`config.mk`:
```
export PLATFORM = sky130hd
export DESIGN_NAME = mwm_front_flat
export DESIGN_NICKNAME = d
export VERILOG_FILES = /design/src/mwm_pkg.sv /design/src/mwm_if.sv /design/src/mwm_front.sv /design/src/flat_wrapper.sv
export SDC_FILE = /design/constraint.sdc
export NUM_CORES = 1
export LEC_CHECK = 0
export BUFFER_PORTS_ARGS = -buffer_cell sky130_fd_sc_hd__buf_4
export CAP_MARGIN = 20
export CORE_MARGIN = 5
export CORE_UTILIZATION = 40
export DETAILED_ROUTE_END_ITERATION = 8
export GPL_ROUTABILITY_DRIVEN = 0
export PLACE_DENSITY = 0.62
export REMOVE_ABC_BUFFERS = 1
export SLEW_MARGIN = 20
export SYNTH_ARGS = -nofsm -noshare
export SYNTH_HDL_FRONTEND = slang
export SYNTH_SLANG_ARGS = --single-unit
export TNS_END_PERCENT = 10
```
`constraint.sdc`:
```
create_clock -name i_clk -period 9.95 [get_ports i_clk]
set_clock_uncertainty 0.15 [all_clocks]
set_input_delay 1.99 -clock i_clk [delete_from_list [all_inputs] [get_ports i_clk]]
set_output_delay 1.99 -clock i_clk [all_outputs]
set_load 0.005 [all_outputs]
```
`src/mwm_pkg.sv`:
```
// Shared constants and types for the mecanum wheel mixer.
package mwm_pkg;

    // Fixed-point format of commands and wheel targets.
    localparam int FRAC_BITS = 14;
    localparam int FIELD_W   = 16;
    localparam int ONE_INT   = 1 << FRAC_BITS;

    // Clamped command width: holds a sign-extended field and also +-ONE.
    localparam int CW = (FRAC_BITS + 2 > FIELD_W) ? FRAC_BITS + 2 : FIELD_W;
    // Signed width of a mixed target (sum of three clamped commands).
    localparam int TW = CW + 2;
    // Unsigned width of a target magnitude and of the divisor.
    localparam int MW = TW - 1;
    // Partial remainder width inside the divider.
    localparam int RW = MW + 1;
    // Quotient magnitude width: the quotient never exceeds ONE.
    localparam int QW = FRAC_BITS + 1;
    // Signed width of a scaled wheel command.
    localparam int SW = QW + 1;
    // One divider stage per quotient bit.
    localparam int STAGES = QW;

    // Queue between the front and back parts.
    localparam int Q_DEPTH = 4;
    localparam int Q_AW    = $clog2(Q_DEPTH);

    // Wheel lane order: front-left, front-right, back-left, back-right.
    localparam int LANES = 4;

    // A classified request: target signs, magnitudes and the common divisor.
    typedef struct packed {
        logic [LANES-1:0]         neg;
        logic [LANES-1:0][MW-1:0] mag;
        logic [MW-1:0]            divisor;
    } t_item;

endpackage

```
`src/mwm_if.sv`:
```
// Valid/ready channel interfaces for command and wheel requests.
interface mwm_cmd_if;
    logic               valid;
    logic               ready;
    logic signed [15:0] forward_cmd;
    logic signed [15:0] strafe_cmd;
    logic signed [15:0] rotate_cmd;

    modport source (output valid, output forward_cmd, output strafe_cmd,
                    output rotate_cmd, input ready);
    modport sink   (input valid, input forward_cmd, input strafe_cmd,
                    input rotate_cmd, output ready);
endinterface


```
`src/mwm_front.sv`:
```
// Front part: clamps and mixes commands, then finds the normalization divisor.
module mwm_front import mwm_pkg::*; (
    input  logic        i_clk,
    input  logic        i_rst_n,
    mwm_cmd_if.sink     i_cmd,
    output logic        o_item_valid,
    output t_item       o_item,
    input  logic        i_item_ready
);

    localparam logic signed [CW-1:0] ONE_C   = CW'(ONE_INT);
    localparam logic signed [CW-1:0] M_ONE_C = -CW'(ONE_INT);
    localparam logic [MW-1:0]        ONE_M   = MW'(ONE_INT);

    logic                           r_s1_vld;
    logic signed [LANES-1:0][TW-1:0] r_t;
    logic                           r_s2_vld;
    t_item                          r_item;

    logic                           s1_load;
    logic                           s2_load;
    logic signed [CW-1:0]           fwd_c;
    logic signed [CW-1:0]           side_c;
    logic signed [CW-1:0]           spin_c;
    logic signed [LANES-1:0][TW-1:0] n_t;
    t_item                          n_item;
    logic [MW-1:0]                  m01;
    logic [MW-1:0]                  m23;
    logic [MW-1:0]                  m_all;

    function automatic logic signed [CW-1:0] clamp_cmd(input logic signed [15:0] x);
        logic signed [CW-1:0] e;
        e = CW'(x);
        if (e > ONE_C) begin
            return ONE_C;
        end else if (e < M_ONE_C) begin
            return M_ONE_C;
        end
        return e;
    endfunction

    // Stage handshake: each stage loads when it is empty or drains in the same cycle.
    assign s2_load     = !r_s2_vld || i_item_ready;
    assign s1_load     = !r_s1_vld || s2_load;
    assign i_cmd.ready = s1_load;

    // Clamp and mix the three commands into four wheel targets.
    always_comb begin
        fwd_c  = clamp_cmd(i_cmd.forward_cmd);
        side_c = clamp_cmd(i_cmd.strafe_cmd);
        spin_c = clamp_cmd(i_cmd.rotate_cmd);
        n_t[0] = TW'(fwd_c) + TW'(side_c) - TW'(spin_c);
        n_t[1] = TW'(fwd_c) - TW'(side_c) + TW'(spin_c);
        n_t[2] = TW'(fwd_c) - TW'(side_c) - TW'(spin_c);
        n_t[3] = TW'(fwd_c) + TW'(side_c) + TW'(spin_c);
    end

    // Take magnitudes, find the largest and pick the divisor.
    always_comb begin
        logic signed [TW-1:0] neg_t;
        for (int k = 0; k < LANES; k++) begin
            neg_t         = -r_t[k];
            n_item.neg[k] = r_t[k][TW-1];
            n_item.mag[k] = r_t[k][TW-1] ? neg_t[MW-1:0] : r_t[k][MW-1:0];
        end
        m01   = (n_item.mag[0] > n_item.mag[1]) ? n_item.mag[0] : n_item.mag[1];
        m23   = (n_item.mag[2] > n_item.mag[3]) ? n_item.mag[2] : n_item.mag[3];
        m_all = (m01 > m23) ? m01 : m23;
        // Dividing by ONE leaves an unscaled target exactly as it is.
        n_item.divisor = (m_all > ONE_M) ? m_all : ONE_M;
    end

    // Stage valid flags.
    always_ff @(posedge i_clk) begin
        if (!i_rst_n) begin
            r_s1_vld <= 1'b0;
            r_s2_vld <= 1'b0;
        end else begin
            if (s1_load) begin
                r_s1_vld <= i_cmd.valid;
            end
            if (s2_load) begin
                r_s2_vld <= r_s1_vld;
            end
        end
    end

    // Stage payloads.
    always_ff @(posedge i_clk) begin
        if (s1_load) begin
            r_t <= n_t;
        end
        if (s2_load) begin
            r_item <= n_item;
        end
    end

    assign o_item_valid = r_s2_vld;
    assign o_item       = r_item;

`ifndef SYNTHESIS
    a_mag_within_divisor: assert property (@(posedge i_clk) disable iff (!i_rst_n)
        r_s2_vld |-> (r_item.mag[0] <= r_item.divisor) && (r_item.mag[1] <= r_item.divisor)
                  && (r_item.mag[2] <= r_item.divisor) && (r_item.mag[3] <= r_item.divisor))
        else $error("target magnitude exceeds divisor");
`endif

endmodule

```
`src/flat_wrapper.sv`:
```
// flat-port wrapper written by rule: the top's interface ports become plain ports
module mwm_front_flat import mwm_pkg::*;
  (i_clk, i_rst_n, o_item_valid, o_item, i_item_ready, i_cmd_valid, i_cmd_forward_cmd, i_cmd_strafe_cmd, i_cmd_rotate_cmd, i_cmd_ready);
  mwm_cmd_if i_cmd_i ();
  input  logic i_clk;
  input  logic i_rst_n;
  output logic o_item_valid;
  output t_item o_item;
  input  logic i_item_ready;
  input wire logic [$bits(i_cmd_i.valid)-1:0] i_cmd_valid;
  input wire logic [$bits(i_cmd_i.forward_cmd)-1:0] i_cmd_forward_cmd;
  input wire logic [$bits(i_cmd_i.strafe_cmd)-1:0] i_cmd_strafe_cmd;
  input wire logic [$bits(i_cmd_i.rotate_cmd)-1:0] i_cmd_rotate_cmd;
  output wire logic [$bits(i_cmd_i.ready)-1:0] i_cmd_ready;
  assign i_cmd_i.valid = i_cmd_valid;
  assign i_cmd_i.forward_cmd = i_cmd_forward_cmd;
  assign i_cmd_i.strafe_cmd = i_cmd_strafe_cmd;
  assign i_cmd_i.rotate_cmd = i_cmd_rotate_cmd;
  assign i_cmd_ready = i_cmd_i.ready;
  mwm_front u_core (.i_clk(i_clk), .i_rst_n(i_rst_n), .i_cmd(i_cmd_i), .o_item_valid(o_item_valid), .o_item(o_item), .i_item_ready(i_item_ready));
endmodule
```
; ---- Yosys cells after proc, flatten, opt, wreduce, memory -nomap -nowiden
; Cells that the tools add are included.
[op_classes]
mul = 0
muxes = 22
bitwise = 0
order_cmp = 10
addsub = 10
eq_ne = 0
n_reduce_logical = 4
div = 0
n_shift = 0
[ops]
columns = operator, n
row1 = $mux 16, 9
row2 = $mux 17, 7
row3 = $neg 17->17, 4
row4 = $gt 17x17->1, 3
row5 = $gt 16x16->1 const B, 3
row6 = $lt 16x15->1 const B, 3
row7 = $add 17x16->18, 2
row8 = $sub 17x16->18, 2
row9 = $add 16x16->17, 1
row10 = $gt 17x15->1 const B, 1
row11 = $sub 16x16->17, 1
row12 = $mux 1, 6
row13 = $logic_not 1->1, 2
row14 = $logic_or 1x1->1, 2
[totals]
out_inout_bits = 91
mem_bits_rw = 0
mem_count = 0
in_bits = 52
romBits = 0
register_bits = 163
latchBits = 0

; ---- Logic depth before layout (Yosys ltp)
[logic_depth]
word_depth = 7
depth_mapped = 31

; ---- Least setup slack after synthesis
; OpenSTA, ideal clock, no wires.
[synth_timing]
path_type = reg-to-reg
startpoint = register u_core.r_t[20] in the netlist's numbering
endpoint = register u_core.r_item, in the netlist u_core.o_item[4], data pin
path_stages_with_launch = 29
slack_ns = 2.556
arrival_ns = 6.989
path_buffers = 4
cell_sequence = edfxtp_1 > or3_1 > or4_1 > or3_1 > o21ai_0 > xnor2_1 > inv_1 > ha_1 > and4_1 > and2_1 > o2111ai_1 > a31o_1 > buf_4 > buf_2 > buf_1 > buf_1 > a21oi_1 > ha_1 > and3_1 > a221o_1 > nand2_1 > a31oi_1 > a211oi_1 > a21oi_1 > and2_1 > a2111oi_4 > nand4b_1 > o41ai_4 > o21ba_1
[synth_rtl]
columns = element, line
row1 = start: declaration, mwm_front.sv:16  ; logic signed [LANES-1:0][TW-1:0] r_t;
row2 = start signal: assignment, mwm_front.sv:91  ; r_t <= n_t;
row3 = end signal: assignment, mwm_front.sv:94  ; r_item <= n_item;
row4 = end: declaration, mwm_front.sv:18  ; t_item r_item;

==> summary.md <==
| Metric | Value |
|---|---|
| CTS tree | `yes` |
| Syn Std Cell Area | `0.0130 mm^2` |
| Number of flops mapped to enable cells by yosys | `~160` |
| CTS Hold Bufs | `0` |
| Most common cell after layout, fill and taps aside | `edfxtp_1` |
| Worst slew pin tran | `~1.1 ns` |
| WL/cell | `approximately 17 um` |
| Ys Warns | `0` |
| HP Start | `u_core.r_s1_vld$_SDFFE_PN0P_` |
| Worst r2r path cells | `27` |
| Register-to-Register Setup Slack | `between 1 and 1.5 ns` |
| # diodes | `0` |
| Flops & latches, synth | `159` |
| Worst Hold Path EP | `u_core.o_item_valid$_SDFFE_PN0P_` |
| Headroom to the max-slew limit | `28.8%` |
| Critical path data required time | `between 9 and 10 ns` |
| Worst-Skew Late Latency | `around 0.43 ns` |
| Hold Vio Cnt, Final | `0` |
| Sequential area share after synthesis | `~37%` |
| Worst Path Arrival | `roughly 8.6 ns` |
| Max Buffers Root-to-Sink | `2` |
| # Post-CTS Setup Buffers | `0` |
| Syn avg cell area | `between 9 and 10 um^2` |
| Setup violators final | `0` |
| RSZ-0062 raised after global routing | `no` |
| Worst hold stages | `1` |
| Outcome | `finished clean` |
| First-pass GRT wire length | `51.8 mm` |
| WL final | `between 30 and 40 mm` |
| Tcrit/Tclk final | `86.4%` |
| Area delta synth->final | `16.6%` |
| Post-synthesis cell type count | `81` |
| # IOs | `roughly 140` |
| Num rows | `between 60 and 70` |
| Worst reg2reg path endpoint | `u_core.o_item[4]$_SDFFCE_PP0P_` |
| Share of cells above drive strength 1 | `between 10% and 20%` |
| Worst r2r src | `u_core.r_t[36]$_DFFE_PP_` |
| Most frequent cells in the layout | `edfxtp_1, ha_1, buf_4` |
| Max Slew Vio Count | `0` |
| Clk root buf | `clkbuf_16` |
| Initial Util | `40.1%` |
| Residual DRC count | `0` |
| Top FF cell, synth | `edfxtp_1` |
| HPWL Detailed | `27.9 mm` |
| Antenna Violating Nets Remaining | `0` |
| Setup TNS Final | `0 ns` |
| Drt via density | `~5.2` |
| Crit path time final | `8.60 ns` |
| Setup crit end kind | `register` |
| Vias post-DR | `~10k` |
| Grt ovf | `0` |
| Max Cap Violations | `0` |
| Gr usage total | `between 15 and 20%` |
| Die X | `between 150 and 200 um` |
| CTS-repair resized insts | `0` |
| DIE AREA | `around 0.036 mm^2` |
| Crit Path Class | `reg -> reg` |
| DR iter-0 viols | `899` |
| Startpoint Class | `register` |
| Number of port buffers | `142` |
| CTS buffer count | `17` |
| Core area | `around 0.032 mm^2` |
| Reg clk slew, reported paths | `about 0.06 ns` |
| Pin count of the biggest net entering global routing | `80` |
| CP max FO | `27` |
| Peak Freq | `around 120 MHz` |
| Ys async rst share | `0%` |
| Layout Nets | `1685` |
| Synth Instances | `1339` |
| Worst hold-check path type | `reg -> reg` |
| Antenna violations before repair | `0` |
| Die height | `approximately 190 um` |
| Clk sinks | `around 160` |
| Vias in the first global route | `9934` |
| Level count of the clock H-tree | `4` |
| DRT Pass-1 Iters | `5` |
## routing by layer
metal	track usage (%)	vias to the layer above	wire length, um
met5	0	-	0
met4	5.04	0	644
met3	2.64	35	1570
met2	31.3	262	15800
met1	23.7	4682	15200
li1	-	5057	-
## sequential cells by signal, summed over array words and instances (netlist names)
name and flops:
u_core.r_t 66, u_core.r_s1_vld 1, u_core.o_item 87, u_core.n_item 4
u_core.o_item_valid 1
## per-stage QoR
stage / area, um^2 / cells / utilization (%) / hold WS [ns] / worst slack (ns)
2_1_floorplan: 12800 / 1309 / - / 0.313 / 2.33
3_3_place_gp: 14500 / 1897 / 44.9 / 0.342 / 1.29
3_5_place_dp: 14500 / 1897 / 44.9 / 0.354 / 1.13
4_1_cts: 15100 / 1928 / 46.8 / 0.368 / 1.07
5_1_grt: 15100 / 1928 / 46.8 / 0.378 / 0.863
6_report: 15100 / 1928 / 46.8 / 0.363 / 1.35
## cells in the mapped netlist (9+ instances only)
cell	count	share of area (%)
and3_1	10	0.48
and2_1	31	1.5
edfxtp_1	157	36
a21o_1	29	1.7
nor2_1	114	3.3
xor2_1	42	2.8
a221oi_1	13	0.88
clkbuf_1	21	0.61
or2_2	9	0.43
o21ai_0	58	2.2
inv_1	145	4.2
nand2_1	78	2.3
o21a_1	10	0.58
a21oi_1	76	2.9
nand3_1	14	0.54
nor4_1	13	0.63
nor2b_1	17	0.82
ha_1	153	15
nand4_1	11	0.53
nor3_1	26	1.0
nand2b_1	22	1.1
xnor2_1	82	5.5
or3_1	15	0.72
o21bai_1	16	0.93
a31oi_1	12	0.58
mux2i_1	15	1.2
o31ai_1	25	1.4
## worst max-delay path: stages, from the launching register on
cell	delay, ns
edfxtp_1	0.57
inv_1	0.21
ha_1	0.18
nand2b_1	0.10
or3b_2	0.55
o41ai_1	0.39
xor2_1	0.25
inv_1	0.10
ha_1	0.31
nand4_1	0.17
nor4_1	0.49
o31ai_1	0.17
o211a_1	0.21
a41o_2	0.47
mux2i_1	0.44
inv_1	0.08
ha_1	0.27
and3_1	0.19
a221o_1	0.34
nand2_1	0.07
a31oi_1	0.08
a211oi_1	0.49
a21oi_2	0.31
and2_1	0.36
a2111oi_4	0.42
nand4b_1	0.20
o41ai_4	0.54
o21ba_1	0.22
## kinds of logic (layout without fill, tap and decap cells)
group                      Yosys count  after routing  share of synthesized area (%)
adders and majority gates          160            160                           15.8
DFF                                159            159                           36.7
buffers and inverters              176            323                           5.21
AOI/OAI and AO/OA                  304            304                           16.1
and+or+nand+nor                    389            389                           15.4
xor gates and xnor gates           129            129                           9.01
muxes                               22             22                           1.80
## area by class of cell
cell class | count | area (um^2)
inverters | 146 | 549
flip-flops and latches | 159 | 4750
multi-input cells | 1004 | 7530
clock inverters | 12 | 184
well taps | 442 | 553
repair buffers | 146 | 1100
clock buffers | 19 | 433
fillers | 3061 | 17200
## worst max-delay path by stage
stage | startpoint | endpoint | slack [ns]
after global routing | u_core.r_t[36]$_DFFE_PP_ | u_core.o_item[4]$_SDFFCE_PP0P_ | 0.86
after global placement | u_core.r_t[36]$_DFFE_PP_ | u_core.o_item[4]$_SDFFCE_PP0P_ | 1.29
after floorplan | u_core.r_t[58]$_DFFE_PP_ | u_core.o_item[4]$_SDFFCE_PP0P_ | 2.33
after detailed placement | u_core.r_t[54]$_DFFE_PP_ | u_core.o_item[4]$_SDFFCE_PP0P_ | 1.13
final | u_core.r_t[36]$_DFFE_PP_ | u_core.o_item[4]$_SDFFCE_PP0P_ | 1.35
after CTS | u_core.r_t[58]$_DFFE_PP_ | u_core.o_item[4]$_SDFFCE_PP0P_ | 1.07
Power is not shown: default switching activity piles up to over one toggle a cycle in this logic, so the estimate is an artifact.
