===== config.mk =====
export PLATFORM = sky130hd
export DESIGN_NAME = mwm_back_flat
export DESIGN_NICKNAME = d
export VERILOG_FILES = /design/src/mwm_pkg.sv /design/src/mwm_if.sv /design/src/mwm_back.sv /design/src/flat_wrapper.sv
export SDC_FILE = /design/constraint.sdc
export NUM_CORES = 2
export LEC_CHECK = 0
export CAP_MARGIN = 15
export CORE_ASPECT_RATIO = 1.4
export CORE_MARGIN = 2
export CORE_UTILIZATION = 25
export CTS_CLUSTER_DIAMETER = 50
export DETAILED_ROUTE_END_ITERATION = 8
export DONT_BUFFER_PORTS = 1
export GPL_ROUTABILITY_DRIVEN = 0
export PLACE_DENSITY = 0.44
export SLEW_MARGIN = 20
export SYNTH_ARGS = -nofsm -noshare
export SYNTH_HDL_FRONTEND = slang
export SYNTH_SLANG_ARGS = --single-unit
export TNS_END_PERCENT = 1

===== constraint.sdc =====
create_clock -name i_clk -period 72.6 [get_ports i_clk]
set_input_delay 3.63 -clock i_clk [delete_from_list [all_inputs] [get_ports i_clk]]
set_output_delay 3.63 -clock i_clk [all_outputs]
set_load 0.02 [all_outputs]

===== src/mwm_pkg.sv =====
// Shared constants and types for the mecanum wheel mixer.
package mwm_pkg;

    // Fixed-point format of commands and wheel targets.
    localparam int FRAC_BITS = 14;
    localparam int FIELD_W   = 16;
    localparam int ONE_INT   = 1 << FRAC_BITS;

    // Clamped command width: holds a sign-extended field and also +-ONE.
    localparam int CW = (FRAC_BITS + 2 > FIELD_W) ? FRAC_BITS + 2 : FIELD_W;
    // Signed width of a mixed target (sum of three clamped commands).
    localparam int TW = CW + 2;
    // Unsigned width of a target magnitude and of the divisor.
    localparam int MW = TW - 1;
    // Partial remainder width inside the divider.
    localparam int RW = MW + 1;
    // Quotient magnitude width: the quotient never exceeds ONE.
    localparam int QW = FRAC_BITS + 1;
    // Signed width of a scaled wheel command.
    localparam int SW = QW + 1;
    // One divider stage per quotient bit.
    localparam int STAGES = QW;

    // Queue between the front and back parts.
    localparam int Q_DEPTH = 4;
    localparam int Q_AW    = $clog2(Q_DEPTH);

    // Wheel lane order: front-left, front-right, back-left, back-right.
    localparam int LANES = 4;

    // A classified request: target signs, magnitudes and the common divisor.
    typedef struct packed {
        logic [LANES-1:0]         neg;
        logic [LANES-1:0][MW-1:0] mag;
        logic [MW-1:0]            divisor;
    } t_item;

endpackage


===== src/mwm_if.sv =====


interface mwm_wheel_if;
    logic               valid;
    logic               ready;
    logic signed [15:0] front_left_out;
    logic signed [15:0] front_right_out;
    logic signed [15:0] back_left_out;
    logic signed [15:0] back_right_out;

    modport source (output valid, output front_left_out, output front_right_out,
                    output back_left_out, output back_right_out, input ready);
    modport sink   (input valid, input front_left_out, input front_right_out,
                    input back_left_out, input back_right_out, output ready);
endinterface


===== src/mwm_back.sv =====
// Back part: pipelined restoring divider that scales all four targets.
module mwm_back import mwm_pkg::*; (
    input  logic         i_clk,
    input  logic         i_rst_n,
    input  logic         i_item_valid,
    input  t_item        i_item,
    output logic         o_pop,
    mwm_wheel_if.source  o_wheel
);

    localparam logic [QW-1:0] ONE_Q = QW'(ONE_INT);

    logic [STAGES-1:0]                       r_vld;
    logic [STAGES-1:0][LANES-1:0][RW-1:0]    r_rem;
    logic [STAGES-1:0][LANES-1:0][QW-1:0]    r_q;
    logic [STAGES-1:0][LANES-1:0]            r_neg;
    logic [STAGES-1:0][MW-1:0]               r_div;
    logic                                    r_out_vld;
    logic [LANES-1:0][15:0]                  r_out;

    logic                                    en;
    logic [LANES-1:0][15:0]                  n_out;

    function automatic logic [15:0] fit16(input logic signed [SW-1:0] v);
        logic signed [SW+15:0] e;
        e = (SW+16)'(v);
        return e[15:0];
    endfunction

    // The whole pipeline advances while the output register is free or drains.
    assign en    = !r_out_vld || o_wheel.ready;
    assign o_pop = en && i_item_valid;

    // One quotient bit per stage, four lanes side by side.
    for (genvar j = 0; j < STAGES; j++) begin : g_stage
        logic [LANES-1:0][RW-1:0] rem_in;
        logic [LANES-1:0][QW-1:0] q_in;
        logic [LANES-1:0]         neg_in;
        logic [MW-1:0]            div_in;
        logic                     vld_in;
        logic [LANES-1:0][RW-1:0] n_rem;
        logic [LANES-1:0][QW-1:0] n_q;

        if (j == 0) begin : g_head
            always_comb begin
                for (int k = 0; k < LANES; k++) begin
                    rem_in[k] = {1'b0, i_item.mag[k]};
                    q_in[k]   = '0;
                end
                neg_in = i_item.neg;
                div_in = i_item.divisor;
                vld_in = i_item_valid;
            end
        end else begin : g_body
            always_comb begin
                rem_in = r_rem[j-1];
                q_in   = r_q[j-1];
                neg_in = r_neg[j-1];
                div_in = r_div[j-1];
                vld_in = r_vld[j-1];
            end
        end

        // Compare-and-subtract, then shift the partial remainder.
        always_comb begin
            logic          bit_q;
            logic [RW-1:0] diff;
            logic [RW-1:0] kept;
            for (int k = 0; k < LANES; k++) begin
                diff     = rem_in[k] - {1'b0, div_in};
                bit_q    = (rem_in[k] >= {1'b0, div_in});
                kept     = bit_q ? diff : rem_in[k];
                n_rem[k] = {kept[MW-1:0], 1'b0};
                n_q[k]   = {q_in[k][QW-2:0], bit_q};
            end
        end

        always_ff @(posedge i_clk) begin
            if (!i_rst_n) begin
                r_vld[j] <= 1'b0;
            end else if (en) begin
                r_vld[j] <= vld_in;
            end
        end

        always_ff @(posedge i_clk) begin
            if (en) begin
                r_rem[j] <= n_rem;
                r_q[j]   <= n_q;
                r_neg[j] <= neg_in;
                r_div[j] <= div_in;
            end
        end
    end

    // Restore the sign; the quotient was taken on magnitudes, so it truncates toward zero.
    always_comb begin
        logic signed [SW-1:0] pos;
        for (int k = 0; k < LANES; k++) begin
            pos      = $signed({1'b0, r_q[STAGES-1][k]});
            n_out[k] = r_neg[STAGES-1][k] ? fit16(-pos) : fit16(pos);
        end
    end

    // Output register.
    always_ff @(posedge i_clk) begin
        if (!i_rst_n) begin
            r_out_vld <= 1'b0;
        end else if (en) begin
            r_out_vld <= r_vld[STAGES-1];
        end
    end

    always_ff @(posedge i_clk) begin
        if (en) begin
            r_out <= n_out;
        end
    end

    assign o_wheel.valid           = r_out_vld;
    assign o_wheel.front_left_out  = r_out[0];
    assign o_wheel.front_right_out = r_out[1];
    assign o_wheel.back_left_out   = r_out[2];
    assign o_wheel.back_right_out  = r_out[3];

`ifndef SYNTHESIS
    a_quot_bound: assert property (@(posedge i_clk) disable iff (!i_rst_n)
        r_vld[STAGES-1] |-> (r_q[STAGES-1][0] <= ONE_Q) && (r_q[STAGES-1][1] <= ONE_Q)
                         && (r_q[STAGES-1][2] <= ONE_Q) && (r_q[STAGES-1][3] <= ONE_Q))
        else $error("scaled wheel command above one");
    a_stall_holds: assert property (@(posedge i_clk) disable iff (!i_rst_n)
        !en |=> $stable(r_vld))
        else $error("divider pipeline moved during a stall");
`endif

endmodule


===== src/flat_wrapper.sv =====
// flat-port wrapper written by rule: the top's interface ports become plain ports
module mwm_back_flat import mwm_pkg::*;
  (i_clk, i_rst_n, i_item_valid, i_item, o_pop, o_wheel_valid, o_wheel_front_left_out, o_wheel_front_right_out, o_wheel_back_left_out, o_wheel_back_right_out, o_wheel_ready);
  mwm_wheel_if o_wheel_i ();
  input  logic i_clk;
  input  logic i_rst_n;
  input  logic i_item_valid;
  input  t_item i_item;
  output logic o_pop;
  output wire logic [$bits(o_wheel_i.valid)-1:0] o_wheel_valid;
  output wire logic [$bits(o_wheel_i.front_left_out)-1:0] o_wheel_front_left_out;
  output wire logic [$bits(o_wheel_i.front_right_out)-1:0] o_wheel_front_right_out;
  output wire logic [$bits(o_wheel_i.back_left_out)-1:0] o_wheel_back_left_out;
  output wire logic [$bits(o_wheel_i.back_right_out)-1:0] o_wheel_back_right_out;
  input wire logic [$bits(o_wheel_i.ready)-1:0] o_wheel_ready;
  assign o_wheel_valid = o_wheel_i.valid;
  assign o_wheel_front_left_out = o_wheel_i.front_left_out;
  assign o_wheel_front_right_out = o_wheel_i.front_right_out;
  assign o_wheel_back_left_out = o_wheel_i.back_left_out;
  assign o_wheel_back_right_out = o_wheel_i.back_right_out;
  assign o_wheel_i.ready = o_wheel_ready;
  mwm_back u_core (.i_clk(i_clk), .i_rst_n(i_rst_n), .i_item_valid(i_item_valid), .i_item(i_item), .o_pop(o_pop), .o_wheel(o_wheel_i));
endmodule

* Yosys cells after proc, flatten, opt, wreduce, memory -nomap -nowiden
Index checks and enable logic that the tools add are counted.
** Storage, ports and cells
- Output and inout bits :: 66
- Word-level logic and storage cells :: 404
- Bits in registers :: 1810
** Operators by class
- Add/subtract/negate cells :: 60
- $lt $le $gt $ge :: 60
- Mux-type cells :: 60
- Reduce and logical (&&, ||, !) cells :: 3
** Operator list (count)
- 18-bit by 17-bit greater-or-equal comparator with 1-bit output :: 56
- 17-bit two-way mux :: 56
- 17-bit subtractor :: 56
- 17-bit greater-or-equal comparator :: 4
- 15-bit negator with 16-bit output :: 4
- 15-bit two-way mux :: 4
- 1-bit logical AND :: 1
- 1-bit zero test :: 1
- 1-bit logical OR :: 1

* Depth between registers and ports, before layout
- Depth after elaboration :: 3
- Depth in mapped cells :: 13
- Mapped depth without buffers :: 11

* Least setup slack after synthesis
No wires, ideal clock.
- Kind :: input to register
- From :: in o_wheel_ready
- To :: reg u_core.r_div (netlist bit u_core.g_stage[10].div_in[0]), enable pin
- Data required time :: 69.747 ns
- Cell stages on the path :: 4
- Library setup time :: 2.853 ns
- Data arrival time :: 52.168 ns
- Path buffers :: 2
- Path slack :: 17.579 ns
- Cells stage by stage :: nor2b_1 > clkbuf_1 > inv_1 > buf_1
** On the way
- Cells in the longest elaborated chain, start to end :: 1
** RTL lines
- start, declared :: line flat_wrapper.sv:15 : input wire logic [$bits(o_wheel_i.ready)-1:0] o_wheel_ready;
- 1-bit logical OR :: line mwm_back.sv:31 : assign en = !r_out_vld || o_wheel.ready;
- end signal, assigned by index :: line mwm_back.sv:91 : r_div[j] <= div_in;
- end, declared :: line mwm_back.sv:17 : logic [STAGES-1:0][MW-1:0] r_div;
No other way between the ends.
A chain may end at the register's enable or synchronous reset.

* Worst setup path after layout
- From :: in o_wheel_ready
- To :: reg u_core.r_out (netlist bit u_core.o_wheel.back_right_out[6]), enable pin
** On the way
- Cells in the longest elaborated chain, start to end :: 1
** RTL lines
- 1-bit logical OR :: line mwm_back.sv:31
- end signal, assigned :: line mwm_back.sv:116 : r_out <= n_out;
- end, declared :: line mwm_back.sv:19 : logic [LANES-1:0][15:0] r_out;
No other way between the ends.

==> impl_table.tex <==
\begin{tabular}{lr}
\hline
Metric & Value \\
\hline
\multicolumn{2}{l}{\textbf{Clock network}} \\
\quad Post-CTS resize count & 0 \\
\quad Maximum level of the CTS H-tree & 5 \\
\quad Number of buffers on the longest clock path & 4 \\
\quad Root Buffer & clkbuf\_16 \\
\quad Hold\_buf cts & 0 \\
\quad Num CTS Buffers & 279 \\
\quad Clock-pin slew reported for the worst setup and hold paths after clock tree synthesis & 0.06 ns \\
\quad Clock tree from TritonCTS & built \\
\quad Sinks on Clock Net & 1810 \\
\quad Clock Latency Late Sink & 0.91 ns \\
\quad Post-CTS Repair Setup Buffers & 0 \\
\multicolumn{2}{l}{\textbf{STA}} \\
\quad Period utilisation layout & 0.133 \\
\quad Unrepaired setup endpoints after global routing & no \\
\quad Post-Route Skew & 0.0442 ns \\
\quad Transition time of the tightest slew-check pin & 1.07 ns \\
\quad Final hold viol count & 0 \\
\quad Worst-case hold slack & 0.407 ns \\
\quad Minimum clock period after layout & 9.66 ns \\
\quad Slew Limit Fails & 0 \\
\quad Fmax & 103 MHz \\
\quad Final setup violation count & 0 \\
\quad Setup TNS after final layout & 0 ns \\
\quad Fin worst setup slack & 62.94 ns \\
\quad Relative max-transition margin & 0.289 \\
\multicolumn{2}{l}{\textbf{Worst setup path}} \\
\quad Startpoint type of the worst setup path & input port \\
\quad List of cells traversed by the critical path & nor2b\_1 > buf\_4 > inv\_8 > buf\_12 > buf\_4 > buf\_4 > buf\_4 > buf\_4 > buf\_4 > buf\_4 \\
\quad Setup Crit Path Kind & input port to register \\
\quad Number of cells traversed by the worst register-to-register path & 10 \\
\quad Highest net fanout along the worst path & 149 \\
\quad Most used cell, CP & buf\_4 \\
\quad Arrival @ worst endpoint & 10.18 ns \\
\quad Slowest cell on the critical path & buf\_4 \\
\quad Required time of the worst setup path & 73.11 ns \\
\quad Delay of the slowest cell on the worst path & 0.88 ns \\
\quad Element type at the critical path end & register \\
\multicolumn{2}{l}{\textbf{Global routing}} \\
\quad Initial antenna violation count & 12 \\
\quad Total grt overflow & 0 \\
\quad Maximum number of pins on one net before global-route repair & 153 \\
\quad M1 GR Usage & 0.131 \\
\quad Met3 Usage GRT & 0.0182 \\
\quad Met2 capacity usage during global routing & 0.281 \\
\quad Number of global-route vias before repair & 79.4k \\
\quad Global routing's busiest layer & met2 \\
\quad Global-route wire length before repair & 493000 µm \\
\quad Total global-route track usage & 0.144 \\
\multicolumn{2}{l}{\textbf{Drt}} \\
\quad Vias & 76.8k \\
\quad Final wirelength & 334000 µm \\
\quad Final routed wire length divided by cell count & 20.3 µm \\
\quad Detail-routed via count per cell & 4.67 \\
\quad Post-route DRC & 0 \\
\quad DRT antenna net count & 0 \\
\quad Pre-antenna DRT Iters & 5 \\
\quad Starting DRC count in detailed routing & 3899 \\
\multicolumn{2}{l}{\textbf{Yosys}} \\
\quad EDFF count, synth & 1794 \\
\quad Sequential element share of the synthesized area & 0.483 \\
\quad Synth Net Count & 11.3k \\
\quad Post-synthesis register bit count & 1810 \\
\quad Post-synthesis cell area & 112000 µm² \\
\quad Top FF cell, synth & edfxtp\_1 \\
\quad Distinct cells, synth & 100 \\
\quad Number of warnings reported in the yosys synthesis log & 0 \\
\quad Instance count of the mapped netlist & 10.2k \\
\quad Avg Cell Area, Syn & 11.0 µm² \\
\quad Share of flip-flops with an asynchronous set or reset & 0 \\
\multicolumn{2}{l}{\textbf{Floorplan}} \\
\quad Vert. Die Dim & 796 µm \\
\quad Die Span X & 570 µm \\
\quad Area of the die & 454000 µm² \\
\quad Number of cell rows & 291 \\
\quad Initial Utilization & 0.251 \\
\quad Number of top-level pins & 159 \\
\quad Core outline area & 447000 µm² \\
\multicolumn{2}{l}{\textbf{Final layout}} \\
\quad Highest-count cells in the layout ignoring fill and taps & edfxtp\_1 (1794), ha\_1 (1020), nand2\_1 (814), o21ai\_0 (783), nor2\_1 (654) \\
\quad Final design utilization & 0.288 \\
\quad Layout net count & 11.5k \\
\quad Area growth from synthesis to layout & 14.9\% \\
\quad Proportion of layout cells with a drive suffix above 1 & 0.0978 \\
\quad Leading cell type in the layout, fill and taps excluded & edfxtp\_1 \\
\quad Non-filler cells, final & 16.4k \\
\multicolumn{2}{l}{\textbf{Power and ir drop}} \\
\quad Static leakage & 51.1 nW \\
\quad IR drop worst, VDD & 29.2 µV \\
\quad Pwr/cell area & 48.5 nW/µm² \\
\multicolumn{2}{l}{\textbf{Flow run}} \\
\quad Max-cap violations & 0 \\
\multicolumn{2}{l}{\textbf{Placement}} \\
\quad Number of port buffers & 0 \\
\quad Placed Instances & 15.9k \\
\quad Post-Place Worst Slack & 61.81 ns \\
\quad Post-DP HPWL & 267000 µm \\
\multicolumn{2}{l}{\textbf{Worst hold path}} \\
\quad Hold depth & 0 \\
\quad Min-Delay Path Class & register to register \\
\multicolumn{2}{l}{\textbf{Outcome}} \\
\quad Result of the run & completed \\
\hline
\end{tabular}
-- metal layers --
metal	share of wire	wire length, µm	vias to the layer above
met4	0.092	30600	0
met3	0.028	9410	768
met2	0.54	181000	1401
li1	-	-	38647
met1	0.34	113000	35971
met5	0	0	-
-- worst max-delay path: cells and delay by family --
family	cells	cell delay, ns
buffers and inverters	9	6.08
and+or+nand+nor	1	0.02
-- final timing paths --
check	to	slack, ns	startpoint
max	u_core.o_wheel.back_right_out[6]	62.94	o_wheel_ready
min	u_core.g_stage[12].n_q[27]	0.41	u_core.g_stage[11].n_q[26]
max reg2reg	u_core.o_wheel.back_right_out[6]	65.19	u_core.o_wheel.valid
min reg2reg	u_core.g_stage[12].n_q[27]	0.41	u_core.g_stage[11].n_q[26]
-- metrics by stage --
step | power [mW] | cell area (µm²)
6_report | 6.25 | 129000
3_5_place_dp | 4.93 | 119000
4_1_cts | 6.32 | 129000
2_1_floorplan | 4.09 | 112000
3_3_place_gp | 4.94 | 119000
5_1_grt | 6.72 | 129000
-- synthesized netlist by cell type (58+ instances only) --
library cell	number	area, µm²
a21oi_1	646	3230
or3_1	63	394
and3_1	82	513
nor2b_1	178	1110
nor2_1	655	2460
a211oi_1	82	616
edfxtp_1	1794	53900
or2_2	63	394
nor3_1	179	896
clkbuf_1	155	582
a31oi_1	106	663
a21o_1	334	2510
nand2b_1	148	926
mux2_2	369	4160
a21boi_0	107	803
nand2_1	815	3060
xor2_1	284	2490
o21a_1	191	1430
o31ai_1	160	1200
inv_1	531	1990
nand3_1	150	751
o21ai_0	784	3920
xnor2_1	408	3570
nand4_1	104	651
ha_1	1020	12800
o211ai_1	58	435
-- where the power goes --
part           total, mW  internal, mW  switching, mW
Clock               1.34         0.828          0.516
Combinational       2.86          1.22           1.64
Sequential          2.05          1.78          0.266
Total               6.25          3.83           2.42
-- flip-flops by register name, summed over array words and instances (netlist names) --
register	flops
u_core.o_wheel.valid	1
u_core.g_stage.rem_in	952
u_core.g_stage.n_q	420
u_core.o_wheel.front_right_out	16
u_core.g_stage.neg_in	56
u_core.o_wheel.front_left_out	16
u_core.g_stage.div_in	238
u_core.r_neg	4
u_core.o_wheel.back_right_out	16
u_core.r_vld	1
u_core.r_q	60
u_core.g_stage.vld_in	14
u_core.o_wheel.back_left_out	16
-- cell type report --
cell class	instances	area [µm²]
Clock inverter	185	2100
Multi-Input combinational cell	7630	55300
Inverter	533	2010
Sequential cell	1810	54200
Tap cell	5860	7330
Fill cell	46245	319000
Antenna cell	13	32.5
Clock buffer	315	7230
Timing Repair Buffer	80	649
-- cells by family after synthesis --
logic type | after synthesis | synth area share
compound gates | 2844 | 0.162
xor+xnor | 692 | 0.0540
fa+ha+maj | 1076 | 0.124
buf+inv | 723 | 0.0248
flops | 1810 | 0.483
mux | 421 | 0.0420
simple gates | 2597 | 0.110
Note: power is estimated with default switching activity, not from simulation.
