<file path="src/mwm_pkg.sv">
// Shared constants and types for the mecanum wheel mixer.
package mwm_pkg;

    // Fixed-point format of commands and wheel targets.
    localparam int FRAC_BITS = 14;
    localparam int FIELD_W   = 16;
    localparam int ONE_INT   = 1 << FRAC_BITS;

    // Clamped command width: holds a sign-extended field and also +-ONE.
    localparam int CW = (FRAC_BITS + 2 > FIELD_W) ? FRAC_BITS + 2 : FIELD_W;
    // Signed width of a mixed target (sum of three clamped commands).
    localparam int TW = CW + 2;
    // Unsigned width of a target magnitude and of the divisor.
    localparam int MW = TW - 1;
    // Partial remainder width inside the divider.
    localparam int RW = MW + 1;
    // Quotient magnitude width: the quotient never exceeds ONE.
    localparam int QW = FRAC_BITS + 1;
    // Signed width of a scaled wheel command.
    localparam int SW = QW + 1;
    // One divider stage per quotient bit.
    localparam int STAGES = QW;

    // Queue between the front and back parts.
    localparam int Q_DEPTH = 4;
    localparam int Q_AW    = $clog2(Q_DEPTH);

    // Wheel lane order: front-left, front-right, back-left, back-right.
    localparam int LANES = 4;

    // A classified request: target signs, magnitudes and the common divisor.
    typedef struct packed {
        logic [LANES-1:0]         neg;
        logic [LANES-1:0][MW-1:0] mag;
        logic [MW-1:0]            divisor;
    } t_item;

endpackage

</file>
<file path="src/mwm_queue.sv">
// Short queue that decouples the front part from the divider pipeline.
module mwm_queue import mwm_pkg::*; (
    input  logic  i_clk,
    input  logic  i_rst_n,
    input  logic  i_push_valid,
    input  t_item i_push_item,
    output logic  o_push_ready,
    output logic  o_pop_valid,
    output t_item o_pop_item,
    input  logic  i_pop
);

    t_item           r_slot [Q_DEPTH];
    logic [Q_AW-1:0] r_wr_ptr;
    logic [Q_AW-1:0] r_rd_ptr;
    logic [Q_AW:0]   r_count;

    logic            push;
    logic            pop;

    assign o_push_ready = (r_count != (Q_AW+1)'(Q_DEPTH));
    assign o_pop_valid  = (r_count != '0);
    assign push         = i_push_valid && o_push_ready;
    assign pop          = i_pop && o_pop_valid;
    assign o_pop_item   = r_slot[r_rd_ptr];

    // Pointers and fill count.
    always_ff @(posedge i_clk) begin
        if (!i_rst_n) begin
            r_wr_ptr <= '0;
            r_rd_ptr <= '0;
            r_count  <= '0;
        end else begin
            if (push) begin
                r_wr_ptr <= r_wr_ptr + 1'b1;
            end
            if (pop) begin
                r_rd_ptr <= r_rd_ptr + 1'b1;
            end
            if (push && !pop) begin
                r_count <= r_count + 1'b1;
            end else if (pop && !push) begin
                r_count <= r_count - 1'b1;
            end
        end
    end

    // Storage slots.
    always_ff @(posedge i_clk) begin
        if (push) begin
            r_slot[r_wr_ptr] <= i_push_item;
        end
    end

`ifndef SYNTHESIS
    a_count_bound: assert property (@(posedge i_clk) disable iff (!i_rst_n)
        r_count <= (Q_AW+1)'(Q_DEPTH))
        else $error("queue count beyond depth");
    a_count_up: assert property (@(posedge i_clk) disable iff (!i_rst_n)
        (push && !pop) |=> (r_count == $past(r_count) + 1'b1))
        else $error("queue count did not follow a push");
`endif

endmodule

</file>
<file path="config.mk">
export PLATFORM = sky130hd
export DESIGN_NAME = mwm_queue
export DESIGN_NICKNAME = d
export VERILOG_FILES = /design/src/mwm_pkg.sv /design/src/mwm_queue.sv
export SDC_FILE = /design/constraint.sdc
export NUM_CORES = 1
export LEC_CHECK = 0
export ABC_AREA = 1
export ABC_CLOCK_PERIOD_IN_PS = 5100
export BUFFER_PORTS_ARGS = -buffer_cell sky130_fd_sc_hd__buf_4
export CORE_UTILIZATION = 35
export DETAILED_ROUTE_END_ITERATION = 8
export RECOVER_POWER = 100
export SLEW_MARGIN = 10
export SYNTH_ARGS = -nofsm -noshare
export SYNTH_HDL_FRONTEND = slang
export SYNTH_SLANG_ARGS = --single-unit
</file>
<file path="constraint.sdc">
create_clock -name i_clk -period 5.1 [get_ports i_clk]
set_input_delay 0.255 -clock i_clk [delete_from_list [all_inputs] [get_ports i_clk]]
set_output_delay 0.255 -clock i_clk [all_outputs]
set_load 0.01 [all_outputs]
</file>
; ---- After elaboration in Yosys (flattened, before gate mapping)
; Memory sizes are Yosys's and may differ from the RTL's. A register that Yosys moved wholly into a read port is not among the register bits.
; Cells that the tools add are included.
; W data, S select, Z words.
[totals]
register_bits = 7
latch_bits = 0
ram_bits = 356
mem_bits_ro = 0
wordCells = 23
n_memories = 1
[op_classes]
n_addsub = 4
mul = 0
div = 0
order_cmp = 0
n_eq_ne = 1
shifts = 0
n_mux = 6
bitwise = 0
reduce_logical = 8
[mem_list]
columns = memory, depth, width, rd, rd_clocked_by_memory_dff, write_ports, line_no
row1 = r_slot, 4, 89, 1, 1, 1, mwm_queue.sv:13  ; t_item r_slot [Q_DEPTH];
[ops]
columns = cell, count
row1 = $mux W3, 2
row2 = $add A2 B1 Y2 const B, 2
row3 = $logic_and A1 B1 Y1, 4
row4 = $mux W2, 2
row5 = $add A3 B1 Y3 const B, 1
row6 = $ne A3 B3 Y1 const B, 1
row7 = $reduce_bool A3 Y1, 1
row8 = $sub A3 B1 Y3 const B, 1
row9 = $logic_not A1 Y1, 2
row10 = $mux W1, 2
row11 = $reduce_bool A2 Y1, 1

; ---- Longest topological paths before layout
; Gate-level depths: netlist of the first run.
[depth]
depth_word = 6
depth_mapped = 13
ltp_nobuf = 13

; ---- Worst setup path before layout of the first run
; OpenSTA, ideal clock, no wires.
[synth_path]
path_type = flip-flop to flip-flop
from = reg r_count[0]
to = mem r_slot[0][0] (netlist name) (enable)
setup_ns = 0.537
t_arrival_ns = 4.438
t_required_ns = 4.563
path_slack_ns = 0.124
path_stages_with_launch = 5
path_buffers = 0
synth_period_minus_slack_ns = 4.976
cell_sequence = dfxtp_1 nor2_1 nand2_1 nand2_1 nor2_1
[synth_between]
elab_chain_len = 4
[synth_lines]
columns = element, line_no
row1 = from (decl), mwm_queue.sv:16  ; logic [Q_AW:0] r_count;
row2 = from (signal assigned), mwm_queue.sv:41  ; r_count <= r_count + 1'b1;
row3 = from (signal assigned), mwm_queue.sv:43  ; r_count <= r_count - 1'b1;
row4 = $ne A3 B3 Y1, mwm_queue.sv:21  ; assign o_push_ready = (r_count != (Q_AW+1)'(Q_DEPTH));
row5 = via o_push_ready, mwm_queue.sv:7  ; output logic o_push_ready,
row6 = $logic_and A1 B1 Y1, mwm_queue.sv:23  ; assign push = i_push_valid && o_push_ready;
row7 = $mux W1, mwm_queue.sv:50  ; if (push) begin
row8 = $mux W1 (implied by the code), mwm_queue.sv:51  ; r_slot[r_wr_ptr] <= i_push_item;
row9 = to (decl), mwm_queue.sv:13
; The timed path passes the listed nets, and every way through them passes these cells.

; ---- Worst setup path in the final report of the first run
[layout_path]
from = reg r_count[0]
to = mem r_slot[0][57] (netlist name) (enable)
[layout_between]
elab_chain_len = 4
[layout_lines]
columns = element, line_no
row1 = $ne A3 B3 Y1, mwm_queue.sv:21
row2 = $logic_and A1 B1 Y1, mwm_queue.sv:23
row3 = $mux W1, mwm_queue.sv:50
row4 = $mux W1 (implied by the code), mwm_queue.sv:51
; No other way between the ends.

==> results of run 1 <==
logic make-up (layout without fill, tap and decap cells):
| kind of cell | Yosys count | count (layout) |
|---|---|---|
| simple gates | 212 | 212 |
| xor+xnor | 1 | 1 |
| fa+ha+maj | 6 | 6 |
| other cells | 0 | 2 |
| compound gates | 271 | 271 |
| flops | 365 | 365 |
| buf+inv | 74 | 368 |
timing repair:
| item | in CTS | in global routing |
|---|---|---|
| hold endpoints to repair | 361 | 0 |
| setup buffers | 0 | 0 |
| hold buffers | 92 | 0 |
stage by stage:
| stage | cell area [um2] | total power, uW | instances | util | hold slack, ns |
|---|---|---|---|---|---|
| 4_1_cts | 17500 | 8550 | 1734 | 0.461 | 0.426 |
| 3_5_place_dp | 15500 | 5900 | 1578 | 0.407 | 0.458 |
| 2_1_floorplan | 13700 | 4990 | 929 | - | 0.354 |
| 5_1_grt | 16800 | 8550 | 1735 | 0.442 | 0.522 |
| 3_3_place_gp | 15500 | 5880 | 1578 | 0.407 | 0.456 |
| 6_report | 16800 | 8120 | 1736 | 0.442 | 0.504 |
final cells by class:
cell class	instances	area, um2	area share
flip-flops and latches	365	10900	0.647
multi-input cells	490	2370	0.141
repair buffers	288	1710	0.102
clock buffers	50	1060	0.0630
well taps	511	639	0.0380
clock inverters	14	83.8	0.00499
inverters	16	65.1	0.00387
diodes	2	5.00	0.000298
synth_stat cells:
master,number,area (um2)
sky130_fd_sc_hd__edfxtp_1,356,10700
sky130_fd_sc_hd__nor2_1,192,721
sky130_fd_sc_hd__o21ai_0,148,741
sky130_fd_sc_hd__o22ai_1,89,557
sky130_fd_sc_hd__clkbuf_1,34,128
sky130_fd_sc_hd__o21ai_1,31,155
sky130_fd_sc_hd__nand2_1,15,56.3
sky130_fd_sc_hd__inv_1,14,52.6
sky130_fd_sc_hd__buf_6,13,146
sky130_fd_sc_hd__dfxtp_1,9,180
sky130_fd_sc_hd__buf_2,5,25.0
sky130_fd_sc_hd__buf_4,5,37.5
sky130_fd_sc_hd__ha_1,5,62.6
sky130_fd_sc_hd__nand3_1,4,20.0
sky130_fd_sc_hd__a21oi_1,3,15.0
sky130_fd_sc_hd__buf_12,1,20.0
sky130_fd_sc_hd__fa_1,1,20.0
sky130_fd_sc_hd__inv_2,1,3.75
sky130_fd_sc_hd__inv_6,1,8.76
sky130_fd_sc_hd__nand3b_1,1,7.51
sky130_fd_sc_hd__xor2_1,1,8.76
power by group:
part	internal [uW]	leakage, uW	switching, uW
Sequential	3670	0.00334	80.8
Combinational	523	0.00157	1280
Clock	1500	0.000560	1070
worst max-delay path, stage by stage (launching register included):
cell and delay [ns]:
sky130_fd_sc_hd__dfxtp_1 0.39, sky130_fd_sc_hd__nor2_1 0.08, sky130_fd_sc_hd__nand2_1 0.11, sky130_fd_sc_hd__nand2_1 0.16
sky130_fd_sc_hd__nor2_4 0.12, sky130_fd_sc_hd__clkbuf_1 2.44
flip-flops by register name, summed over array words and instances, names as in the netlist, named ones only:
name and count:
r_count 3, r_slot 356, r_wr_ptr 2, r_rd_ptr 2
layer usage:
layer,global-route usage,vias up,part of all wire
li1,-,4034,-
met1,0.194,4101,0.44
met2,0.255,209,0.48
met3,0.0295,45,0.052
met4,0.0529,0,0.021
met5,0,-,0
final timing paths:
path | startpoint | end | slack [ns]
worst max register to register | r_count[0] | r_slot[0][57] | 1.26
worst min register to register | r_rd_ptr[1] | register | 0.50
worst max-delay path | r_count[0] | r_slot[0][57] | 1.26
worst min-delay path | r_rd_ptr[1] | register | 0.50
==> run_summary.xml, run 1 <==
<?xml version="1.0" encoding="UTF-8"?>
<metrics>
  <group name="logic_synthesis">
    <metric name="syn_area" unit="um2">13700</metric>
    <metric name="area_fraction_in_and_or_nand_and_nor_cells_after_synthesis" unit="">0.0589</metric>
    <metric name="ys_seq_elements" unit="">365</metric>
    <metric name="seq_area_frac_synth" unit="">0.796</metric>
    <metric name="yosys.area_share.adder" unit="">0.00605</metric>
    <metric name="synth_cells" unit="">929</metric>
    <metric name="synth-compound-area-share" unit="">0.107</metric>
    <metric name="post_synth.cell_area_avg" unit="um2">14.7</metric>
    <metric name="yosys.area_share.xor_xnor" unit="">0.000641</metric>
    <metric name="yosys.cell_types.count" unit="">21</metric>
    <metric name="synth_nets" unit="">1028</metric>
    <metric name="yosys_warnings" unit="">0</metric>
    <metric name="synth.area.mux_share" unit="">0</metric>
    <metric name="synth_top_family_by_area" unit="">compound AO/OA/AOI/OAI gates</metric>
  </group>
  <group name="drt">
    <metric name="drt_iter0_markers" unit="">527</metric>
    <metric name="vias_per_cell" unit="">4.83</metric>
    <metric name="avgRoutedWirePerCell" unit="um">17.4</metric>
    <metric name="drc_errors" unit="">0</metric>
    <metric name="num_vias" unit="">8389</metric>
    <metric name="finalWirelength" unit="um">30300</metric>
    <metric name="first_pass_iters" unit="">4</metric>
    <metric name="ant_nets" unit="">0</metric>
  </group>
  <group name="critical_path">
    <metric name="worst_r2r_path_depth" unit="">5</metric>
    <metric name="crit_path_end_kind" unit="">register</metric>
    <metric name="arrival" unit="ns">3.90</metric>
    <metric name="worstPathMaxFanout" unit="">51</metric>
    <metric name="startpoint_types" unit="">register</metric>
    <metric name="worst_ep_required_time" unit="ns">5.16</metric>
    <metric name="crit_type" unit="">reg -&gt; reg</metric>
  </group>
  <group name="floorplanning">
    <metric name="core" unit="um2">38000</metric>
    <metric name="die-area" unit="um2">39800</metric>
    <metric name="row_count" unit="">71</metric>
    <metric name="die_h" unit="um">200</metric>
    <metric name="die_w" unit="um">200</metric>
    <metric name="top_level_ports" unit="">184</metric>
    <metric name="start_util" unit="">0.359</metric>
  </group>
  <group name="final_layout">
    <metric name="layout.cells.most_common_list" unit="">sky130_fd_sc_hd__edfxtp_1, sky130_fd_sc_hd__nor2_1, sky130_fd_sc_hd__clkbuf_1</metric>
    <metric name="layout.filler_cells" unit="">3592</metric>
    <metric name="area_growth" unit="%">23.1</metric>
    <metric name="final_net_count" unit="">1299</metric>
    <metric name="layout.cells.most_common" unit="">sky130_fd_sc_hd__edfxtp_1</metric>
    <metric name="final_layout_size_suffix_gt1_frac" unit="">0.0531</metric>
  </group>
  <group name="global_routing">
    <metric name="grt_antenna_before_repair" unit="">2</metric>
    <metric name="grt.overflow.total" unit="">0</metric>
    <metric name="grt_pass1_vias" unit="">8318</metric>
    <metric name="grt_first_pass_wirelength" unit="um">45900</metric>
    <metric name="grt_start_max_net_pins" unit="">135</metric>
    <metric name="grt.total_usage" unit="">0.151</metric>
  </group>
  <group name="clock_network">
    <metric name="clk_transition_reported_paths" unit="ns">0.06</metric>
    <metric name="tritoncts_clock_tree" unit="">done</metric>
    <metric name="cts_inserted_buffers" unit="">39</metric>
    <metric name="cts_root_buf" unit="">sky130_fd_sc_hd__clkbuf_16</metric>
    <metric name="clock-sinks" unit="">365</metric>
    <metric name="clkLatencyLatePin" unit="ns">0.54</metric>
    <metric name="number_of_levels_in_the_clock_h_tree" unit="">2</metric>
    <metric name="cts_repair_resize_count" unit="">0</metric>
    <metric name="clock_tree.buffer_depth" unit="">3</metric>
  </group>
  <group name="sta">
    <metric name="maxClockFrequency" unit="GHz">0.260</metric>
    <metric name="fin_crit" unit="ns">3.84</metric>
    <metric name="setup_total_negative_slack" unit="ns">0</metric>
    <metric name="final_critical_path_setup_slack" unit="ns">1.26</metric>
    <metric name="report.final.slew_viol_count" unit="">287</metric>
    <metric name="final_min_period_over_clock_period" unit="">0.753</metric>
    <metric name="slew-limit-headroom" unit="">-1.31</metric>
    <metric name="unrepaired_setup_endpoints_after_global_routing" unit="">no</metric>
    <metric name="finClkSkew" unit="ns">0.0133</metric>
    <metric name="timing.final.hold_violations" unit="">0</metric>
    <metric name="setup_violations" unit="">0</metric>
    <metric name="worst-slew-pin-transition" unit="ns">3.47</metric>
  </group>
  <group name="run">
    <metric name="cap_viol_max_count" unit="">6</metric>
  </group>
  <group name="status">
    <metric name="status" unit="">complete, but fails checks</metric>
    <metric name="violations" unit="">max-capacitance violations, max-slew violations</metric>
  </group>
  <group name="place">
    <metric name="portBuffers" unit="">183</metric>
    <metric name="detailed_place_hpwl" unit="um">16400</metric>
    <metric name="gp_congestion" unit="">0.709</metric>
    <metric name="placement.setup.worst_slack" unit="ns">2.63</metric>
  </group>
  <group name="hold_path">
    <metric name="holdPathStages" unit="">2</metric>
    <metric name="hold_class" unit="">reg -&gt; reg</metric>
  </group>
  <group name="pwr">
    <metric name="power.density_cell_area" unit="nW/um2">483</metric>
    <metric name="irDropWorstVdd" unit="mV">0.279</metric>
    <metric name="total_leakage_power" unit="uW">0.00547</metric>
  </group>
</metrics>
Power figures use the tool's default switching activity.
==> inputs of run 2 (changes only) <==
Settings changed: ABC_CLOCK_PERIOD_IN_PS 5100 to 3200.
Clock period 5.1 ns to 3.2 ns, I/O delays scaled along.
==> run 2 against run 1 <==
Compared with the run above:
- the run still ends with max-capacitance violations, max-slew violations left
- clock skew increased by 0.0068 ns
- flip-flop and latch count did not move
- design area increased by 0.74%
- worst setup slack got worse by 0.78 ns
- largest power group unchanged
- via count grew 0.69%
- critical path depth is the same
- first-iteration DRC count decreased by 29%
- combinational power rose by 64%
- critical endpoint is now r_slot[1][11]
- worst hold slack worse by 0.073 ns
- global-route usage is 0.42 points higher
- die area stayed put
- critical path type unchanged
- sequential power up 61%
==> run_summary.xml, run 2 (same netlist as run 1, synthesis figures left out) <==
<?xml version="1.0" encoding="UTF-8"?>
<metrics>
  <group name="status">
    <metric name="status" unit="">complete, but fails checks</metric>
    <metric name="violations" unit="">max-capacitance violations, max-slew violations</metric>
  </group>
  <group name="drt">
    <metric name="finalWirelength" unit="um">31300</metric>
    <metric name="drc_errors" unit="">0</metric>
    <metric name="first_pass_iters" unit="">5</metric>
    <metric name="ant_nets" unit="">0</metric>
    <metric name="drt_iter0_markers" unit="">376</metric>
    <metric name="vias_per_cell" unit="">4.84</metric>
    <metric name="num_vias" unit="">8447</metric>
    <metric name="avgRoutedWirePerCell" unit="um">18.0</metric>
  </group>
  <group name="sta">
    <metric name="setup_violations" unit="">0</metric>
    <metric name="fin_crit" unit="ns">2.72</metric>
    <metric name="report.final.slew_viol_count" unit="">46</metric>
    <metric name="setup_total_negative_slack" unit="ns">0</metric>
    <metric name="final_critical_path_setup_slack" unit="ns">0.480</metric>
    <metric name="timing.final.hold_violations" unit="">0</metric>
    <metric name="worst-slew-pin-transition" unit="ns">1.57</metric>
    <metric name="slew-limit-headroom" unit="">-0.0472</metric>
    <metric name="unrepaired_setup_endpoints_after_global_routing" unit="">no</metric>
    <metric name="final_min_period_over_clock_period" unit="">0.850</metric>
    <metric name="maxClockFrequency" unit="GHz">0.368</metric>
    <metric name="finClkSkew" unit="ns">0.0201</metric>
    <metric name="final.hold.worst_slack" unit="ns">0.431</metric>
  </group>
  <group name="place">
    <metric name="placement.setup.worst_slack" unit="ns">0.995</metric>
    <metric name="portBuffers" unit="">183</metric>
    <metric name="detailed_place_hpwl" unit="um">17100</metric>
    <metric name="placedCellCount" unit="">1582</metric>
    <metric name="detailed_place.area" unit="um2">15600</metric>
    <metric name="gp_congestion" unit="">0.695</metric>
  </group>
  <group name="critical_path">
    <metric name="worstPathMaxFanout" unit="">44</metric>
    <metric name="crit_cells" unit="">5</metric>
    <metric name="crit_path_end_kind" unit="">register</metric>
    <metric name="worst_ep_required_time" unit="ns">3.32</metric>
    <metric name="worst_path_max_delay_cell" unit="">sky130_fd_sc_hd__clkbuf_2</metric>
    <metric name="path_buf_inv" unit="">1</metric>
    <metric name="rrSetupSlack" unit="ns">0.48</metric>
    <metric name="worst_r2r_path_depth" unit="">5</metric>
    <metric name="critical_path.top_delay_family" unit="">buffers and inverters</metric>
    <metric name="startpoint_types" unit="">register</metric>
    <metric name="arrival" unit="ns">2.84</metric>
    <metric name="cells_along_the_critical_path" unit="">nor2_1 -&gt; nand2_1 -&gt; nand2_1 -&gt; nor2_4 -&gt; clkbuf_2</metric>
    <metric name="rr_endpoint" unit="">r_slot[1][11]</metric>
    <metric name="biggest_cell_delay_along_the_critical_path" unit="ns">1.07</metric>
    <metric name="cpMostUsedCell" unit="">sky130_fd_sc_hd__nand2_1</metric>
    <metric name="crit_type" unit="">reg -&gt; reg</metric>
    <metric name="regToRegStartpoint" unit="">r_count[0]</metric>
  </group>
  <group name="global_routing">
    <metric name="grt_util_met3" unit="">0.0366</metric>
    <metric name="groute.layer.met2.usage" unit="">0.260</metric>
    <metric name="grt_first_pass_wirelength" unit="um">46800</metric>
    <metric name="grt_start_max_net_pins" unit="">94</metric>
    <metric name="grt_antenna_before_repair" unit="">4</metric>
    <metric name="gr-usage-met1" unit="">0.202</metric>
    <metric name="grt_pass1_vias" unit="">8297</metric>
    <metric name="grt.overflow.total" unit="">0</metric>
    <metric name="global_route.peak_usage_layer" unit="">met2</metric>
    <metric name="grt.total_usage" unit="">0.156</metric>
  </group>
  <group name="final_layout">
    <metric name="final_net_count" unit="">1304</metric>
    <metric name="layout.filler_cells" unit="">3558</metric>
    <metric name="top_regs" unit="">r_slot x356, r_count x3</metric>
    <metric name="layout.cells.most_common" unit="">sky130_fd_sc_hd__edfxtp_1</metric>
    <metric name="final_cell_area" unit="um2">16900</metric>
    <metric name="largest_register_ff_count" unit="">356</metric>
    <metric name="final_layout_size_suffix_gt1_frac" unit="">0.0674</metric>
    <metric name="layout.cells.most_common_list" unit="">sky130_fd_sc_hd__edfxtp_1, sky130_fd_sc_hd__nor2_1, sky130_fd_sc_hd__clkbuf_1</metric>
    <metric name="area_growth" unit="%">24.0</metric>
    <metric name="registers.top_by_ff_count" unit="">r_slot</metric>
    <metric name="layoutNonFillerInstCount" unit="">1744</metric>
  </group>
  <group name="hold_path">
    <metric name="hold_class" unit="">in -&gt; reg</metric>
    <metric name="holdPathStages" unit="">2</metric>
    <metric name="whs_endpoint" unit="">r_slot[0][2]</metric>
    <metric name="hold_path.startpoint" unit="">i_push_item[2]</metric>
  </group>
  <group name="floorplanning">
    <metric name="die-area" unit="um2">39800</metric>
    <metric name="top_level_ports" unit="">184</metric>
    <metric name="start_util" unit="">0.359</metric>
    <metric name="core" unit="um2">38000</metric>
    <metric name="die_h" unit="um">200</metric>
    <metric name="die_w" unit="um">200</metric>
    <metric name="row_count" unit="">71</metric>
  </group>
  <group name="clock_network">
    <metric name="number_of_levels_in_the_clock_h_tree" unit="">2</metric>
    <metric name="clock-sinks" unit="">365</metric>
    <metric name="clock_tree.buffer_depth" unit="">3</metric>
    <metric name="cts_repair_resize_count" unit="">0</metric>
    <metric name="tritoncts_clock_tree" unit="">done</metric>
    <metric name="cts_inserted_buffers" unit="">39</metric>
    <metric name="clkLatencyLatePin" unit="ns">0.52</metric>
    <metric name="cts_setup_buffers" unit="">0</metric>
    <metric name="clk_transition_reported_paths" unit="ns">0.06</metric>
    <metric name="cts_root_buf" unit="">sky130_fd_sc_hd__clkbuf_16</metric>
  </group>
  <group name="pwr">
    <metric name="irDropWorstVdd" unit="mV">0.376</metric>
    <metric name="power.density_cell_area" unit="nW/um2">774</metric>
    <metric name="total_leakage_power" unit="uW">0.00554</metric>
  </group>
  <group name="run">
    <metric name="cap_viol_max_count" unit="">3</metric>
  </group>
</metrics>
-- run 2: worst max path at each step --
stage / start / to / slack, ns
2_1_floorplan: r_count[0] / r_slot[0][0] / -0.32
3_3_place_gp: register / o_pop_item[43] / 1.04
3_5_place_dp: r_count[0] / r_count[1] / 0.99
4_1_cts: register / o_pop_item[39] / 0.49
5_1_grt: r_count[1] / r_slot[1][21] / 0.22
6_report: r_count[0] / r_slot[1][11] / 0.48
-- run 2: per-layer routing --
layer	vias up	share of wire	wire (um)
li1	4038	-	-
met1	4167	0.44	13800
met2	187	0.48	15100
met3	49	0.058	1820
met4	6	0.017	519
met5	-	0.0011	33
-- run 2: where the power goes --
group	internal [uW]	total, uW	switching [uW]
clock network	2400	4140	1740
logic	922	2950	2020
registers	5830	6020	195
-- run 2: cell type report --
| class | instances | area [um2] | area share |
|---|---|---|---|
| Sequential cell | 365 | 10900 | 0.642 |
| Multi-Input combinational cell | 490 | 2370 | 0.140 |
| Clock inverter | 18 | 143 | 0.00842 |
| Clock buffer | 50 | 1020 | 0.0601 |
| Inverter | 16 | 65.1 | 0.00384 |
| Antenna cell | 1 | 2.50 | 0.000148 |
| Tap cell | 511 | 639 | 0.0378 |
| Timing Repair Buffer | 293 | 1820 | 0.107 |
-- run 2: what timing repair did --
| item | 4_1_cts | 5_1_grt |
|---|---|---|
| setup endpoints to repair | 0 | 0 |
| endpoints found under the hold margin | 365 | 0 |
| hold buffers | 93 | 0 |
-- run 2: stage by stage --
step / utilization / total power (uW)
after floorplan: - / 7930
after global placement: 0.409 / 9460
after detailed placement: 0.409 / 9500
after CTS: 0.464 / 13800
after global routing: 0.445 / 13800
final: 0.445 / 13100
